$ cat src/pfp_pkg.sv
// ----------------------------------------------------------------------------
// pfp_pkg
// Shared types and constants for the particle sensor frame parser.
// ----------------------------------------------------------------------------
package pfp_pkg;

    localparam int MAX_FRAME    = 64;
    localparam int MIN_FRAME    = 30;
    localparam int NUM_READINGS = 12;

    localparam int LEN_W  = 7;
    localparam int POS_W  = 6;
    localparam int IDX_W  = 4;
    localparam int DATA_W = 32;
    localparam int ADDR_W = 3;

    localparam logic [7:0]       START_CHAR         = 8'h42;
    localparam logic [LEN_W-1:0] LEN_RESET          = 7'd32;
    localparam logic [LEN_W-1:0] LEN_MIN            = LEN_W'(MIN_FRAME);
    localparam logic [LEN_W-1:0] LEN_MAX            = LEN_W'(MAX_FRAME);
    localparam logic [POS_W-1:0] FIRST_READING_BYTE = 6'd4;
    localparam logic [POS_W-1:0] LAST_READING_BYTE  = 6'd27;
    localparam logic [IDX_W-1:0] LAST_IDX           = IDX_W'(NUM_READINGS - 1);

    // register index, taken from paddr[2]
    localparam logic REG_FRAME_LENGTH = 1'b0;

    typedef enum logic [1:0] {
        ST_OK       = 2'd0,
        ST_NO_START = 2'd1,
        ST_BAD_SUM  = 2'd2
    } pfp_status_t;

    typedef enum logic {
        S_RECV = 1'b0,
        S_EMIT = 1'b1
    } pfp_state_t;

    typedef struct packed {
        logic take_byte;
        logic next_result;
    } pfp_cmd_t;

    typedef struct packed {
        logic final_byte;
        logic last_result;
    } pfp_stat_t;

endpackage

$ cat src/pfp_if.sv
// ----------------------------------------------------------------------------
// pfp_byte_if / pfp_result_if
// Valid/ready channels carrying received bytes and parser results.
// ----------------------------------------------------------------------------
interface pfp_byte_if;
    logic       valid;
    logic       ready;
    logic [7:0] rx_byte;

    modport source (output valid, output rx_byte, input ready);
    modport sink   (input valid, input rx_byte, output ready);
endinterface

interface pfp_result_if;
    logic        valid;
    logic        ready;
    logic [1:0]  status;
    logic [3:0]  reading_index;
    logic [15:0] reading_value;
    logic        last;

    modport source (output valid, output status, output reading_index,
                    output reading_value, output last, input ready);
    modport sink   (input valid, input status, input reading_index,
                    input reading_value, input last, output ready);
endinterface

$ cat src/particle_frame_parser_unit.sv
// ----------------------------------------------------------------------------
// particle_frame_parser_unit
// Frames received bytes, checks start character and checksum, emits readings.
// ----------------------------------------------------------------------------
//  channel   dir  handshake      payload
//  in_ch     in   valid/ready    rx_byte[7:0]
//  out_ch    out  valid/ready    status[1:0] reading_index[3:0]
//                                reading_value[15:0] last
//  apb       in   psel/penable   paddr[2:0] pwdata/prdata[31:0], frame_length
//
//  Each handshake takes a byte. The final byte of a frame starts the result
//  sequencer: one error result, or twelve readings at one per cycle, read
//  from the reading store by the result counter. Input is held off until the
//  last result transfers. Output stalls simply hold the current result.
//  After reset frame_length is 32 and the parser waits for byte 0.
// ----------------------------------------------------------------------------
module particle_frame_parser_unit
(
    input  logic                         clk,
    input  logic                         rst_n,
    input  logic                         psel,
    input  logic                         penable,
    input  logic                         pwrite,
    input  logic [pfp_pkg::ADDR_W-1:0]   paddr,
    input  logic [pfp_pkg::DATA_W-1:0]   pwdata,
    output logic [pfp_pkg::DATA_W-1:0]   prdata,
    output logic                         pready,
    pfp_byte_if.sink                     in_ch,
    pfp_result_if.source                 out_ch
);

    logic [pfp_pkg::LEN_W-1:0] frame_length_reg, frame_length_next;
    pfp_pkg::pfp_cmd_t         cmd;
    pfp_pkg::pfp_stat_t        stat;
    logic                      reg_hit;

    assign pready  = 1'b1;
    assign reg_hit = (paddr[2] == pfp_pkg::REG_FRAME_LENGTH);

    always_comb
    begin
        frame_length_next = frame_length_reg;
        if (psel && penable && pwrite && reg_hit)
        begin
            frame_length_next = pwdata[pfp_pkg::LEN_W-1:0];
        end
    end

    always_ff @(posedge clk or negedge rst_n)
    begin
        if (!rst_n)
        begin
            frame_length_reg <= pfp_pkg::LEN_RESET;
        end
        else
        begin
            frame_length_reg <= frame_length_next;
        end
    end

    assign prdata = reg_hit ? {{(pfp_pkg::DATA_W - pfp_pkg::LEN_W){1'b0}}, frame_length_reg}
                            : '0;

    pfp_ctrl u_ctrl
    (
        .clk       (clk),
        .rst_n     (rst_n),
        .in_valid  (in_ch.valid),
        .in_ready  (in_ch.ready),
        .out_valid (out_ch.valid),
        .out_ready (out_ch.ready),
        .stat      (stat),
        .cmd       (cmd)
    );

    pfp_datapath u_datapath
    (
        .clk           (clk),
        .rst_n         (rst_n),
        .frame_length  (frame_length_reg),
        .rx_byte       (in_ch.rx_byte),
        .cmd           (cmd),
        .stat          (stat),
        .status        (out_ch.status),
        .reading_index (out_ch.reading_index),
        .reading_value (out_ch.reading_value),
        .last          (out_ch.last)
    );

endmodule

$ cat src/pfp_ctrl.sv
// ----------------------------------------------------------------------------
// pfp_ctrl
// Controller: receives bytes until a frame ends, then walks the results out.
// ----------------------------------------------------------------------------
module pfp_ctrl
(
    input  logic              clk,
    input  logic              rst_n,
    input  logic              in_valid,
    output logic              in_ready,
    output logic              out_valid,
    input  logic              out_ready,
    input  pfp_pkg::pfp_stat_t stat,
    output pfp_pkg::pfp_cmd_t  cmd
);

    pfp_pkg::pfp_state_t state_reg;
    pfp_pkg::pfp_state_t state_next;

    always_ff @(posedge clk or negedge rst_n)
    begin
        if (!rst_n)
        begin
            state_reg <= pfp_pkg::S_RECV;
        end
        else
        begin
            state_reg <= state_next;
        end
    end

    always_comb
    begin
        state_next = state_reg;
        case (state_reg)
            pfp_pkg::S_RECV:
            begin
                if (in_valid && stat.final_byte)
                begin
                    state_next = pfp_pkg::S_EMIT;
                end
            end
            pfp_pkg::S_EMIT:
            begin
                if (out_ready && stat.last_result)
                begin
                    state_next = pfp_pkg::S_RECV;
                end
            end
            default:
            begin
                state_next = pfp_pkg::S_RECV;
            end
        endcase
    end

    always_comb
    begin
        in_ready        = 1'b0;
        out_valid       = 1'b0;
        cmd.take_byte   = 1'b0;
        cmd.next_result = 1'b0;
        case (state_reg)
            pfp_pkg::S_RECV:
            begin
                in_ready      = 1'b1;
                cmd.take_byte = in_valid;
            end
            pfp_pkg::S_EMIT:
            begin
                out_valid       = 1'b1;
                cmd.next_result = out_ready;
            end
            default:
            begin
                in_ready = 1'b0;
            end
        endcase
    end

endmodule

$ cat src/pfp_datapath.sv
// ----------------------------------------------------------------------------
// pfp_datapath
// Byte position, running sum, start/checksum capture and the reading store.
// ----------------------------------------------------------------------------
module pfp_datapath
(
    input  logic                        clk,
    input  logic                        rst_n,
    input  logic [pfp_pkg::LEN_W-1:0]   frame_length,
    input  logic [7:0]                  rx_byte,
    input  pfp_pkg::pfp_cmd_t           cmd,
    output pfp_pkg::pfp_stat_t          stat,
    output logic [1:0]                  status,
    output logic [pfp_pkg::IDX_W-1:0]   reading_index,
    output logic [15:0]                 reading_value,
    output logic                        last
);

    logic [pfp_pkg::POS_W-1:0] pos_reg, pos_next;
    logic [15:0]               sum_reg, sum_next;
    logic                      start_ok_reg, start_ok_next;
    logic [7:0]                pend_reg, pend_next;
    logic [7:0]                cs_hi_reg, cs_hi_next;
    pfp_pkg::pfp_status_t      status_reg, status_next;
    logic [pfp_pkg::IDX_W-1:0] idx_reg, idx_next;
    logic [15:0]               store [pfp_pkg::NUM_READINGS];
    logic [15:0]               value_reg;

    logic [pfp_pkg::LEN_W-1:0] len;
    logic [pfp_pkg::LEN_W-1:0] pos_ext;
    logic                      first_byte;
    logic                      sum_byte;
    logic                      cs_hi_byte;
    logic                      in_readings;
    logic [pfp_pkg::POS_W-1:0] rel;
    logic                      wr_store;
    logic [pfp_pkg::IDX_W-1:0] wr_idx;
    logic [15:0]               sum_base;
    logic [15:0]               received;

    always_comb
    begin
        if (frame_length < pfp_pkg::LEN_MIN)
        begin
            len = pfp_pkg::LEN_MIN;
        end
        else if (frame_length > pfp_pkg::LEN_MAX)
        begin
            len = pfp_pkg::LEN_MAX;
        end
        else
        begin
            len = frame_length;
        end
    end

    assign pos_ext         = {1'b0, pos_reg};
    assign first_byte      = (pos_reg == '0);
    assign stat.final_byte = (pos_ext + 7'd1) >= len;
    assign sum_byte        = (pos_ext + 7'd2) < len;
    assign cs_hi_byte      = (pos_ext + 7'd2) == len;
    assign in_readings     = (pos_reg >= pfp_pkg::FIRST_READING_BYTE) &&
                             (pos_reg <= pfp_pkg::LAST_READING_BYTE);
    assign rel             = pos_reg - pfp_pkg::FIRST_READING_BYTE;
    assign wr_idx          = rel[pfp_pkg::IDX_W:1];
    assign wr_store        = cmd.take_byte && in_readings && rel[0];
    assign sum_base        = first_byte ? 16'd0 : sum_reg;
    assign received        = {cs_hi_reg, rx_byte};

    always_comb
    begin
        pos_next      = pos_reg;
        sum_next      = sum_reg;
        start_ok_next = start_ok_reg;
        pend_next     = pend_reg;
        cs_hi_next    = cs_hi_reg;
        status_next   = status_reg;
        idx_next      = idx_reg;

        if (cmd.take_byte)
        begin
            if (first_byte)
            begin
                start_ok_next = (rx_byte == pfp_pkg::START_CHAR);
            end
            sum_next = sum_byte ? (sum_base + {8'd0, rx_byte}) : sum_base;
            if (in_readings && !rel[0])
            begin
                pend_next = rx_byte;
            end
            if (stat.final_byte)
            begin
                pos_next = '0;
                idx_next = '0;
                if (!start_ok_next)
                begin
                    status_next = pfp_pkg::ST_NO_START;
                end
                else if (received != sum_next)
                begin
                    status_next = pfp_pkg::ST_BAD_SUM;
                end
                else
                begin
                    status_next = pfp_pkg::ST_OK;
                end
            end
            else
            begin
                pos_next = pos_reg + 6'd1;
                if (cs_hi_byte)
                begin
                    cs_hi_next = rx_byte;
                end
            end
        end
        else if (cmd.next_result)
        begin
            idx_next = idx_reg + 4'd1;
        end
    end

    always_ff @(posedge clk or negedge rst_n)
    begin
        if (!rst_n)
        begin
            pos_reg      <= '0;
            sum_reg      <= '0;
            start_ok_reg <= 1'b0;
            pend_reg     <= '0;
            cs_hi_reg    <= '0;
            status_reg   <= pfp_pkg::ST_OK;
            idx_reg      <= '0;
        end
        else
        begin
            pos_reg      <= pos_next;
            sum_reg      <= sum_next;
            start_ok_reg <= start_ok_next;
            pend_reg     <= pend_next;
            cs_hi_reg    <= cs_hi_next;
            status_reg   <= status_next;
            idx_reg      <= idx_next;
        end
    end

    // read data follows the result counter's next value, so it lines up with idx_reg
    always_ff @(posedge clk)
    begin
        if (wr_store)
        begin
            store[wr_idx] <= {pend_reg, rx_byte};
        end
        value_reg <= store[idx_next];
    end

    // error results carry index 0, value 0 and end the frame
    assign stat.last_result = (status_reg != pfp_pkg::ST_OK) ||
                              (idx_reg == pfp_pkg::LAST_IDX);
    assign status        = status_reg;
    assign reading_index = (status_reg == pfp_pkg::ST_OK) ? idx_reg : '0;
    assign reading_value = (status_reg == pfp_pkg::ST_OK) ? value_reg : 16'd0;
    assign last          = stat.last_result;

endmodule
$ cat src/flat_wrapper.sv
// flat-port wrapper written by rule: the top's interface ports become plain ports
module particle_frame_parser_unit_flat 
  (clk, rst_n, psel, penable, pwrite, paddr, pwdata, prdata, pready, in_ch_valid, in_ch_rx_byte, in_ch_ready, out_ch_valid, out_ch_status, out_ch_reading_index, out_ch_reading_value, out_ch_last, out_ch_ready);
  pfp_byte_if in_ch_i ();
  pfp_result_if out_ch_i ();
  input  logic clk;
  input  logic rst_n;
  input  logic psel;
  input  logic penable;
  input  logic pwrite;
  input  logic [pfp_pkg::ADDR_W-1:0] paddr;
  input  logic [pfp_pkg::DATA_W-1:0] pwdata;
  output logic [pfp_pkg::DATA_W-1:0] prdata;
  output logic pready;
  input wire logic [$bits(in_ch_i.valid)-1:0] in_ch_valid;
  input wire logic [$bits(in_ch_i.rx_byte)-1:0] in_ch_rx_byte;
  output wire logic [$bits(in_ch_i.ready)-1:0] in_ch_ready;
  output wire logic [$bits(out_ch_i.valid)-1:0] out_ch_valid;
  output wire logic [$bits(out_ch_i.status)-1:0] out_ch_status;
  output wire logic [$bits(out_ch_i.reading_index)-1:0] out_ch_reading_index;
  output wire logic [$bits(out_ch_i.reading_value)-1:0] out_ch_reading_value;
  output wire logic [$bits(out_ch_i.last)-1:0] out_ch_last;
  input wire logic [$bits(out_ch_i.ready)-1:0] out_ch_ready;
  assign in_ch_i.valid = in_ch_valid;
  assign in_ch_i.rx_byte = in_ch_rx_byte;
  assign in_ch_ready = in_ch_i.ready;
  assign out_ch_valid = out_ch_i.valid;
  assign out_ch_status = out_ch_i.status;
  assign out_ch_reading_index = out_ch_i.reading_index;
  assign out_ch_reading_value = out_ch_i.reading_value;
  assign out_ch_last = out_ch_i.last;
  assign out_ch_i.ready = out_ch_ready;
  particle_frame_parser_unit u_core (.clk(clk), .rst_n(rst_n), .psel(psel), .penable(penable), .pwrite(pwrite), .paddr(paddr), .pwdata(pwdata), .prdata(prdata), .pready(pready), .in_ch(in_ch_i), .out_ch(out_ch_i));
endmodule
$ cat config.mk
export PLATFORM = sky130hd
export DESIGN_NAME = particle_frame_parser_unit_flat
export DESIGN_NICKNAME = d
export VERILOG_FILES = /design/src/pfp_pkg.sv /design/src/pfp_if.sv /design/src/particle_frame_parser_unit.sv /design/src/pfp_ctrl.sv /design/src/pfp_datapath.sv /design/src/flat_wrapper.sv
export SDC_FILE = /design/constraint.sdc
export NUM_CORES = 1
export LEC_CHECK = 0
export BUFFER_PORTS_ARGS = -buffer_cell sky130_fd_sc_hd__buf_4
export CORE_MARGIN = 4
export CORE_UTILIZATION = 50
export CTS_CLUSTER_SIZE = 30
export DETAILED_ROUTE_END_ITERATION = 8
export GPL_TIMING_DRIVEN = 1
export PLACE_DENSITY = 0.66
export SYNTH_ARGS = -nofsm -noshare
export SYNTH_HDL_FRONTEND = slang
export SYNTH_HIERARCHICAL = 1
export SYNTH_SLANG_ARGS = --single-unit
$ cat constraint.sdc
create_clock -name clk -period 9.64 [get_ports clk]
set_input_delay 0.482 -clock clk [delete_from_list [all_inputs] [get_ports clk]]
set_output_delay 0.482 -clock clk [all_outputs]
set_load 0.03 [all_outputs]
; After elaboration in Yosys (flattened, before gate mapping)
; Memories as Yosys holds them, arrays and structs flattened. A register that Yosys moved wholly into a read port is not among the register bits.
; Index checks and enable logic that the tools add are counted.
; W data, S select, Z words.
[totals]
ff_bits = 53
ramBits = 192
input_bits = 50
out_inout_bits = 58
memories = 1
[op_classes]
addsub = 6
magnitude_cmp = 6
n_eq_ne = 4
mux = 24
n_bitwise = 3
reduce_logical = 17
[mem_list]
columns = memory, depth, word_bits, read_ports, rd_ports_with_merged_regs, write_ports, line_no
row1 = u_core.u_datapath.store, 12, 16, 1, 1, 1, pfp_datapath.sv:26  ; logic [15:0] store [pfp_pkg::NUM_READINGS];
[op_table]
columns = operator, n
row1 = $mux W16, 3
row2 = $mux W7, 3
row3 = $add A16 B8 Y16, 1
row4 = $mux W4, 4
row5 = $ne A16 B16 Y1, 1
row6 = $mux W1, 10
row7 = $logic_and A1 B1 Y1, 9
row8 = $eq A8 B7 Y1 const B, 1
row9 = $add A6 B1 Y7 const B, 1
row10 = $add A6 B2 Y7 const B, 1
row11 = $eq A7 B7 Y1, 1
row12 = $ge A7 B7 Y1, 1
row13 = $gt A7 B7 Y1 const B, 1
row14 = $lt A7 B5 Y1 const B, 1
row15 = $lt A7 B7 Y1, 1
row16 = $add A6 B1 Y6 const B, 1
row17 = $ge A6 B3 Y1 const B, 1
row18 = $le A6 B5 Y1 const B, 1
row19 = $logic_not A6 Y1, 1
row20 = $mux W6, 1
row21 = $sub A5 B3 Y5 const B, 1
row22 = $add A4 B1 Y4 const B, 1
row23 = $eq A4 B4 Y1 const B, 1
row24 = $mux W2, 2
row25 = 8 further kinds, 11

; Logic depth before layout (Yosys ltp)
; Gate-level depths: netlist of run 1.
[depth]
word_depth = 8
ltp_mapped = 18

; Modules after synthesis
; The synthesis of run 1 kept the hierarchy.
[by_module_without_submodules]
columns = module, instances, cells_each, area_per_inst_um2, seq_area_each_um2
row1 = pfp_datapath, 1, 1061, 11747.5, 7211.9
row2 = particle_frame_parser_unit, 1, 50, 543.0, 176.4
row3 = pfp_ctrl, 1, 6, 56.3, 25.0

; Worst setup path before layout of run 1
; Ideal clock, no wire load.
[synth_timing]
path_kind = reg2reg
start = register u_core/u_datapath/pos_reg[0] (netlist bit)
end = register u_core.u_datapath.status_reg[1], in the netlist u_core/u_datapath/status[1]
setup_ns = 0.133
arrival_ns = 4.035
required_time_ns = 9.507
setup_slack_ns = 5.472
path_stages_with_launch = 18
synth_period_minus_slack_ns = 4.168
path_cell_list = dfrtp_1 inv_1 ha_1 nor4bb_1 buf_4 clkbuf_1 clkbuf_1 nor2_1 ha_1 and3_1 a22o_1 or3_1 o211ai_2 buf_6 a311oi_1 a2111o_1 a2111oi_2 a31oi_1
[synth_between]
elab_chain_len = 7
elab_cells_between_ends = 14
[synth_lines]
columns = element, line_no
row1 = "start, declared", pfp_datapath.sv:19  ; logic [pfp_pkg::POS_W-1:0] pos_reg, pos_next;
row2 = "start signal, assigned", pfp_datapath.sv:137  ; pos_reg <= pos_next;
row3 = $logic_not A6 Y1, pfp_datapath.sv:58  ; assign first_byte = (pos_reg == '0);
row4 = $mux W16, pfp_datapath.sv:67  ; assign sum_base = first_byte ? 16'd0 : sum_reg;
row5 = $add A16 B8 Y16, pfp_datapath.sv:86  ; sum_next = sum_byte ? (sum_base + {8'd0, rx_byte}) : sum_base;
row6 = $mux W16, pfp_datapath.sv:86
row7 = $ne A16 B16 Y1, pfp_datapath.sv:99  ; else if (received != sum_next)
row8 = $mux W2, pfp_datapath.sv:99
row9 = $mux W2, pfp_datapath.sv:95  ; if (!start_ok_next)
row10 = "end signal, assigned", pfp_datapath.sv:132  ; status_reg <= pfp_pkg::ST_OK;
row11 = "end signal, assigned", pfp_datapath.sv:142  ; status_reg <= status_next;
row12 = "end, declared", pfp_datapath.sv:24  ; pfp_pkg::pfp_status_t status_reg, status_next;
; Several ways; a longest one is shown, not always the timed one. The select of a mux whose other input is x is not followed.
; A chain may end at the register's enable or synchronous reset.

; Worst setup path in the final report of run 1
[layout_timing]
start = register u_core/u_datapath/pos_reg[2] (netlist bit)
end = register u_core.u_datapath.status_reg[1], in the netlist u_core/u_datapath/status[1]
; Same word-level chain as after synthesis.

==> reports/qor.yml, run 1 <==
leakagePower_nw: 5.38
rows: 57
boundaryPins: 108
layout.nets: 1232
synth-async-reset-ratio_pct: 20.3
start_kind: "flip-flop"
pwr-share-seq_pct: 33.9
path_class: "reg2reg"
dp_hpwl_um: 17300
gp_congestion: 0.862
yosysWarnings: 6
power_frac_comb_pct: 43.5
worst_pin_slew_ps: 1210
rr_endpoint: "u_core/u_datapath/status[1]$_DFFE_PN0P_"
skew_ps: 15.7
power.density_mw_per_mm2: 331
port-buffer-count: 54
syn_area_mm2: 0.0123
timing.rr.start: "u_core/u_datapath/pos_reg[2]$_DFFE_PN0P_"
violations: "hold timing"
clockBufferDepth: 3
place_inst: 1444
gr-total-overflow: 0
drive_gt1_share_pct: 15.2
synth_top_area_share_pct: 46.7
ctsRootBufferMaster: "clkbuf_16"
wl_per_cell_um: 19.8
status: "finished, violations left"
crit_chain: "inv_1, ha_1, nand4bb_1, buf_4, and2_1, ha_1, inv_1, fa_1, nor2b_1, o21ai_0, a211oi_1, a21oi_1, a31oi_1, nand4_1, xor2_1, or3_1, a31oi_1"
r2r_slack_ps: 4970
hold_path.class: "in2async"
worstPathMaxFanout: 34
cp.required_ps: 10100
drt-pass1-iter-count: 5
maxSlewViolCount: 0
drt_iter0_drc: 720
synth_area_leaders: "edfxtp_1, dfrtp_1, nand2_1"
rsz0062_at_grt: "false"
period_share_pct: 48.4
core_region_area_mm2: 0.0243
cts.hold.buffers_added: 0
die_w_um: 165
track_usage_pct: 21.9
syn2layout_area_growth_pct: 12.5
period_needed_ps: 4670
slowest_stage: "a31oi_1"
cp_num_buf_inv: 3
vias_per_cell: 5.77
vdd_drop_max_v: 0.000225
ant_nets: 0
clock-sinks: 261
grt_pass1_vias: 8338
synthFlopType: "edfxtp_1"
synth_edf_count: 192
grt_max_degree: 98
instances_no_fill: 1496
numCtsBuffers: 28
avgSynthCellArea_um2: 11.1
yosys.cell_types.count: 68
switching_power_mw: 1.89
grt_pass1_wl_um: 46200
largest_register_ffs: 192
end_kind: "flip-flop"
start_util_pct: 50.8
cell_internal_pwr_mw: 2.71
ctsResizeCount: 0
synth_area_leader_cell: "edfxtp_1"
vias: 8631
clk_latency_ps: 550
antenna_found_initial: 0
rr_worst_depth: 17
die_area_mm2: 0.0273
finalSetupViolCount: 0
cp_slowest_stage_delay_ps: 540
hold_viol_final: 5
synthCells: 1117
path_delay_family: "compound AO/OA/AOI/OAI gates"
timing.hold.ws_ps: -9.17
clkPwrFrac_pct: 22.6
maxCapViolations: 0
fillers: 2032
die_h_um: 165
cts_post_setup_buffers_inserted: 0
routed_wl_um: 29700
worstPathArrival_ps: 5130
drc: 0
switching_share_pct: 41.0
final_core_utilization_pct: 57.1
setup_tns_ps: 0
clk_pin_slew_ps: 60
fmax_mhz: 214
cts_tree: "built"
diodes: 0
ys_ff_latch: 261
cts_max_level: 1
ys_seq_area_share_pct: 60.0
slew_headroom_pct: 17.4
## layout make-up
cell class	instances	area [µm²]	area share (%)
Multi-Input combinational cell	759	4530	32.6
Sequential cell	261	7410	53.4
Tap cell	324	405	2.92
Inverter	27	101	0.729
Timing Repair Buffer	73	548	3.94
Clock buffer	37	764	5.50
Clock inverter	15	134	0.964
## how the worst max path moves through the flow
stage               slack [ps]                                startpoint                                       to  cells after the start
finish                    4970  u_core/u_datapath/pos_reg[2]$_DFFE_PN0P_  u_core/u_datapath/status[1]$_DFFE_PN0P_                     17
global route              4680  u_core/u_datapath/pos_reg[2]$_DFFE_PN0P_  u_core/u_datapath/status[1]$_DFFE_PN0P_                     17
CTS                       5060  u_core/u_datapath/pos_reg[2]$_DFFE_PN0P_  u_core/u_datapath/status[1]$_DFFE_PN0P_                     17
detailed placement        5100  u_core/u_datapath/pos_reg[2]$_DFFE_PN0P_  u_core/u_datapath/status[1]$_DFFE_PN0P_                     17
global placement          5140  u_core/u_datapath/pos_reg[0]$_DFFE_PN0P_  u_core/u_datapath/status[1]$_DFFE_PN0P_                     14
floorplan                 5470  u_core/u_datapath/pos_reg[0]$_DFFE_PN0P_  u_core/u_datapath/status[1]$_DFFE_PN0P_                     17
## per-layer routing
layer	GRT usage, %	routed length (µm)
met5	0	0
met1	30.1	13100
met2	36.5	14000
met3	2.56	1560
met4	7.30	942
## metrics by stage
step / setup WS, ps / cell area [µm²] / total power, mW
after floorplan: 5470 / 12400 / 2.99
after global placement: 5140 / 13000 / 3.53
after detailed placement: 5100 / 13000 / 3.56
after CTS: 5060 / 13900 / 4.61
after global routing: 4680 / 13900 / 4.89
final: 4970 / 13900 / 4.60
## worst register-to-register path: stages, from the launching register on
cell	delay [ps]
dfrtp_1	490
inv_1	190
ha_1	260
nand4bb_1	100
buf_4	350
and2_1	240
ha_1	210
inv_1	60
fa_1	390
nor2b_1	240
o21ai_0	170
a211oi_1	290
a21oi_1	100
a31oi_1	540
nand4_1	280
xor2_1	220
or3_1	310
a31oi_1	160
## kinds of logic after synthesis
| group | share of synthesized area, % |
|---|---|
| adder cells (fa/ha/maj) | 3.30 |
| multiplexers | 2.42 |
| AO/OA/AOI/OAI | 12.6 |
| buffers and inverters | 4.78 |
| AND/OR/NAND/NOR | 14.9 |
| XOR/XNOR | 1.84 |
| other | 0.0608 |
| flip-flops | 60.0 |
## power by group through the flow
stage	sequential, mW	clock, mW	combinational [mW]
floorplan	1.52	0	1.46
global placement	1.57	0	1.96
detailed placement	1.58	0	1.98
CTS	1.56	1.06	1.99
global route	1.58	1.11	2.20
finish	1.56	1.04	2.00
## cell usage in the layout, fill, tap and decap left out, drive strengths merged, types with 15 or more instances in the layout
cell / count
a32oi: 18
ha: 31
inv: 27
edfxtp: 192
buf: 73
nor2: 41
dfxtp: 16
nand3: 37
dfrtp: 52
clkbuf: 37
mux2: 23
a221oi: 19
xnor2: 15
and2: 25
nand2: 246
a21oi: 69
o21ai: 59
conb: 26
a31oi: 21
## synth_stat cells, types with 5 or more instances
cell,number
xnor2_1,15
dfrtp_1,52
clkbuf_1,47
a221oi_1,19
nand2b_1,6
a31oi_1,21
a22o_1,6
o31ai_1,6
and3_1,6
mux2_2,23
a32oi_1,18
edfxtp_1,192
and2_1,24
o21ai_0,54
buf_1,10
a32o_1,5
buf_4,31
inv_1,26
ha_1,31
and2b_2,8
o22ai_1,6
nand2_1,246
a21o_1,7
xor2_1,11
nor2_1,41
nor3_1,8
a21oi_1,69
o21ai_1,5
dfxtp_1,16
nand3_1,37
Note: power is estimated with default switching activity, not from simulation.
==> run 2: changes to the inputs <==
- ABC_AREA: unset -> 1
- clock period: 9.64 -> 4.3 ns (I/O delays scaled with it)
==> run 2 against run 1 <==
Effect of this change: the run now ends clean; hold slack gained 22 ps; final cell count grew 8.6%; clock-buffer cell count is 1 higher; sequential cell count did not move; clock power grew 130%; die area is essentially flat; sequential power up 120%; sequential share of layout area is 0.98 points lower; synthesized cell count increased by 8.1%; combinational power increased by 120%; largest power group unchanged.
==> reports/qor.yml, run 2 <==
die_w_um: 165
fillers: 2046
synthFlopType: "edfxtp_1"
yosysWarnings: 6
pre_cts_slack_ps: 331
numCtsBuffers: 28
setup_slack_ps: 453
period_share_pct: 89.5
maxSlewViolCount: 0
multi_input_area_mm2: 0.00424
grt_max_degree: 59
clk_pin_slew_ps: 60
avgSynthCellArea_um2: 10.2
end_kind: "flip-flop"
rr_worst_depth: 26
start_util_pct: 50.8
ys_seq_area_share_pct: 60.0
port-buffer-count: 54
cts_post_setup_buffers_inserted: 0
syn_area_mm2: 0.0124
synth_top_area_share_pct: 46.7
routed_wl_um: 28900
r2r_slack_ps: 450
leakagePower_nw: 5.68
grt_pass1_wl_um: 45300
layout_commonest_cell: "nand2_1"
cp-startpoint: "u_core/u_datapath/pos_reg[0]$_DFFE_PN0P_"
timing.hold.ws_ps: 12.4
ys_ff_latch: 261
synthCells: 1208
synth_area_leader_cell: "edfxtp_1"
timing.rr.start: "u_core/u_datapath/pos_reg[0]$_DFFE_PN0P_"
die_area_mm2: 0.0273
track_usage_pct: 21.4
rsz0062_at_grt: "false"
clockBufferDepth: 3
period_needed_ps: 3850
cts_tree: "built"
setup_tns_ps: 0
slew_headroom_pct: 52.6
drive_gt1_share_pct: 15.4
skew_ps: 9.36
boundaryPins: 108
synth_edf_count: 192
path_class: "reg2reg"
placed_cell_area_mm2: 0.0131
rr_endpoint: "u_core/u_datapath/status[1]$_DFFE_PN0P_"
layout.nets: 1360
synth_area_leaders: "edfxtp_1, dfrtp_1, nand2_1"
synth.most_common_cell: "nand2_1"
hold_viol_final: 0
hold_path.class: "in2reg"
worstPathArrival_ps: 4270
vias_per_cell: 5.36
die_h_um: 165
cp.required_ps: 4720
ant_nets: 0
holdPathStages: 1
clk_latency_ps: 530
seqCellArea_mm2: 0.00741
rows: 57
drc: 0
synth-async-reset-ratio_pct: 20.3
antenna_found_initial: 0
maxCapViolations: 0
start_kind: "flip-flop"
status: "finished clean"
fmax_mhz: 260
final_cell_area_mm2: 0.0142
final_core_utilization_pct: 58.2
vdd_drop_max_v: 0.000503
dp_hpwl_um: 18100
mostFrequentLayoutCells: "nand2_1, edfxtp_1, nor2_1, inv_1, o21ai_0"
gr-total-overflow: 0
clock-sinks: 261
worst_pin_slew_ps: 707
power.density_mw_per_mm2: 717
drt-pass1-iter-count: 5
grt_pass1_vias: 8471
synthTopCellsByCount: "nand2_1, edfxtp_1, nor2_1"
largest_register_ffs: 192
drt_iter0_drc: 650
gp_congestion: 0.897
cts_max_level: 1
holdPathEnd: "u_core/u_datapath/store[7][0]$_DFFE_PP_"
core_region_area_mm2: 0.0243
diodes: 0
syn2layout_area_growth_pct: 14.6
worstPathMaxFanout: 14
ctsRootBufferMaster: "clkbuf_16"
wl_per_cell_um: 17.8
worstHoldStart: "in_ch_rx_byte[0]"
yosys.cell_types.count: 50
vias: 8711
finalSetupViolCount: 0
[run 2: changes by cell type after synthesis, moves of 32 or more]
cell / previous run / this run
nor2_1: 41 / 154
inv_1: 26 / 96
o211ai_1: 3 / 64
a21oi_1: 69 / 14
o21ai_0: 54 / 95
nand2_1: 246 / 214
nand3_1: 37 / 69
[run 2: what timing repair did]
item                                    4_1_cts  5_1_grt
resized for setup                             0        4
hold buffers                                 11        0
hold endpoints to repair                     72        0
endpoints found under the setup margin        0        9
[run 2: layer usage]
| metal | GRT usage, % | wire, µm | vias to the layer above |
|---|---|---|---|
| li1 | - | - | 4236 |
| met1 | 28.6 | 12300 | 4145 |
| met2 | 36.5 | 14000 | 277 |
| met3 | 2.66 | 1790 | 53 |
| met4 | 7.07 | 855 | 0 |
| met5 | 0 | 0 | - |
[run 2: report_power, final]
group          total [mW]  internal (mW)  switching (mW)
sequential           3.46           3.15           0.309
combinational        4.34           1.48            2.86
clock                2.34           1.39           0.951
[run 2: kinds of logic after synthesis]
| family | count (synthesis) | share of synthesized area, % |
|---|---|---|
| flops | 261 | 60.0 |
| buf+inv | 181 | 6.82 |
| fa+ha+maj | 32 | 3.30 |
| simple gates | 519 | 18.7 |
| xor+xnor | 10 | 0.821 |
| other cells | 2 | 0.0608 |
| compound gates | 203 | 10.3 |
[run 2: layout make-up]
type | count | share of cell area, %
clock inverter | 14 | 0.919
sequential | 261 | 52.4
tap | 324 | 2.86
clock buffer | 38 | 5.51
timing repair buffer | 91 | 5.46
inverter | 106 | 2.88
multi-input combinational | 790 | 30.0
[run 2: worst max-delay path, stage by stage, from the launching register on]
cell and delay, ps:
dfrtp_1 470, clkinvlp_4 260, ha_1 280, nand2_1 90, inv_1 90, nand2_8 160
inv_4 130, nor2_1 140, ha_1 210, inv_1 60, fa_1 410, nor2_1 120
nor2_1 50, nand2_1 80, nand3_1 120, nand2_1 110, nand2_1 90, o21ai_1 210
nand3b_1 130, nand2_1 100, nand2_1 50, nand2_1 80, nand2_1 60, nor2_1 90
nand2_1 60, nand2_1 60, nand2_1 50
[run 2: how the worst max path moves through the flow]
| stage | end | cells past startpoint |
|---|---|---|
| global placement | u_core/u_datapath/status[1]$_DFFE_PN0P_ | 26 |
| global route | u_core/u_datapath/status[1]$_DFFE_PN0P_ | 26 |
| floorplan | u_core/u_datapath/status[1]$_DFFE_PN0P_ | 28 |
| CTS | u_core/u_datapath/value_reg[10]$_DFF_P_ | 18 |
| detailed placement | u_core/u_datapath/value_reg[10]$_DFF_P_ | 18 |
| finish | u_core/u_datapath/status[1]$_DFFE_PN0P_ | 26 |
[run 2: through the flow]
step	total power, mW	std cells
2_1_floorplan	6.59	1232
3_3_place_gp	7.68	1561
3_5_place_dp	7.81	1561
4_1_cts	10.2	1624
5_1_grt	10.9	1624
6_report	10.1	1624
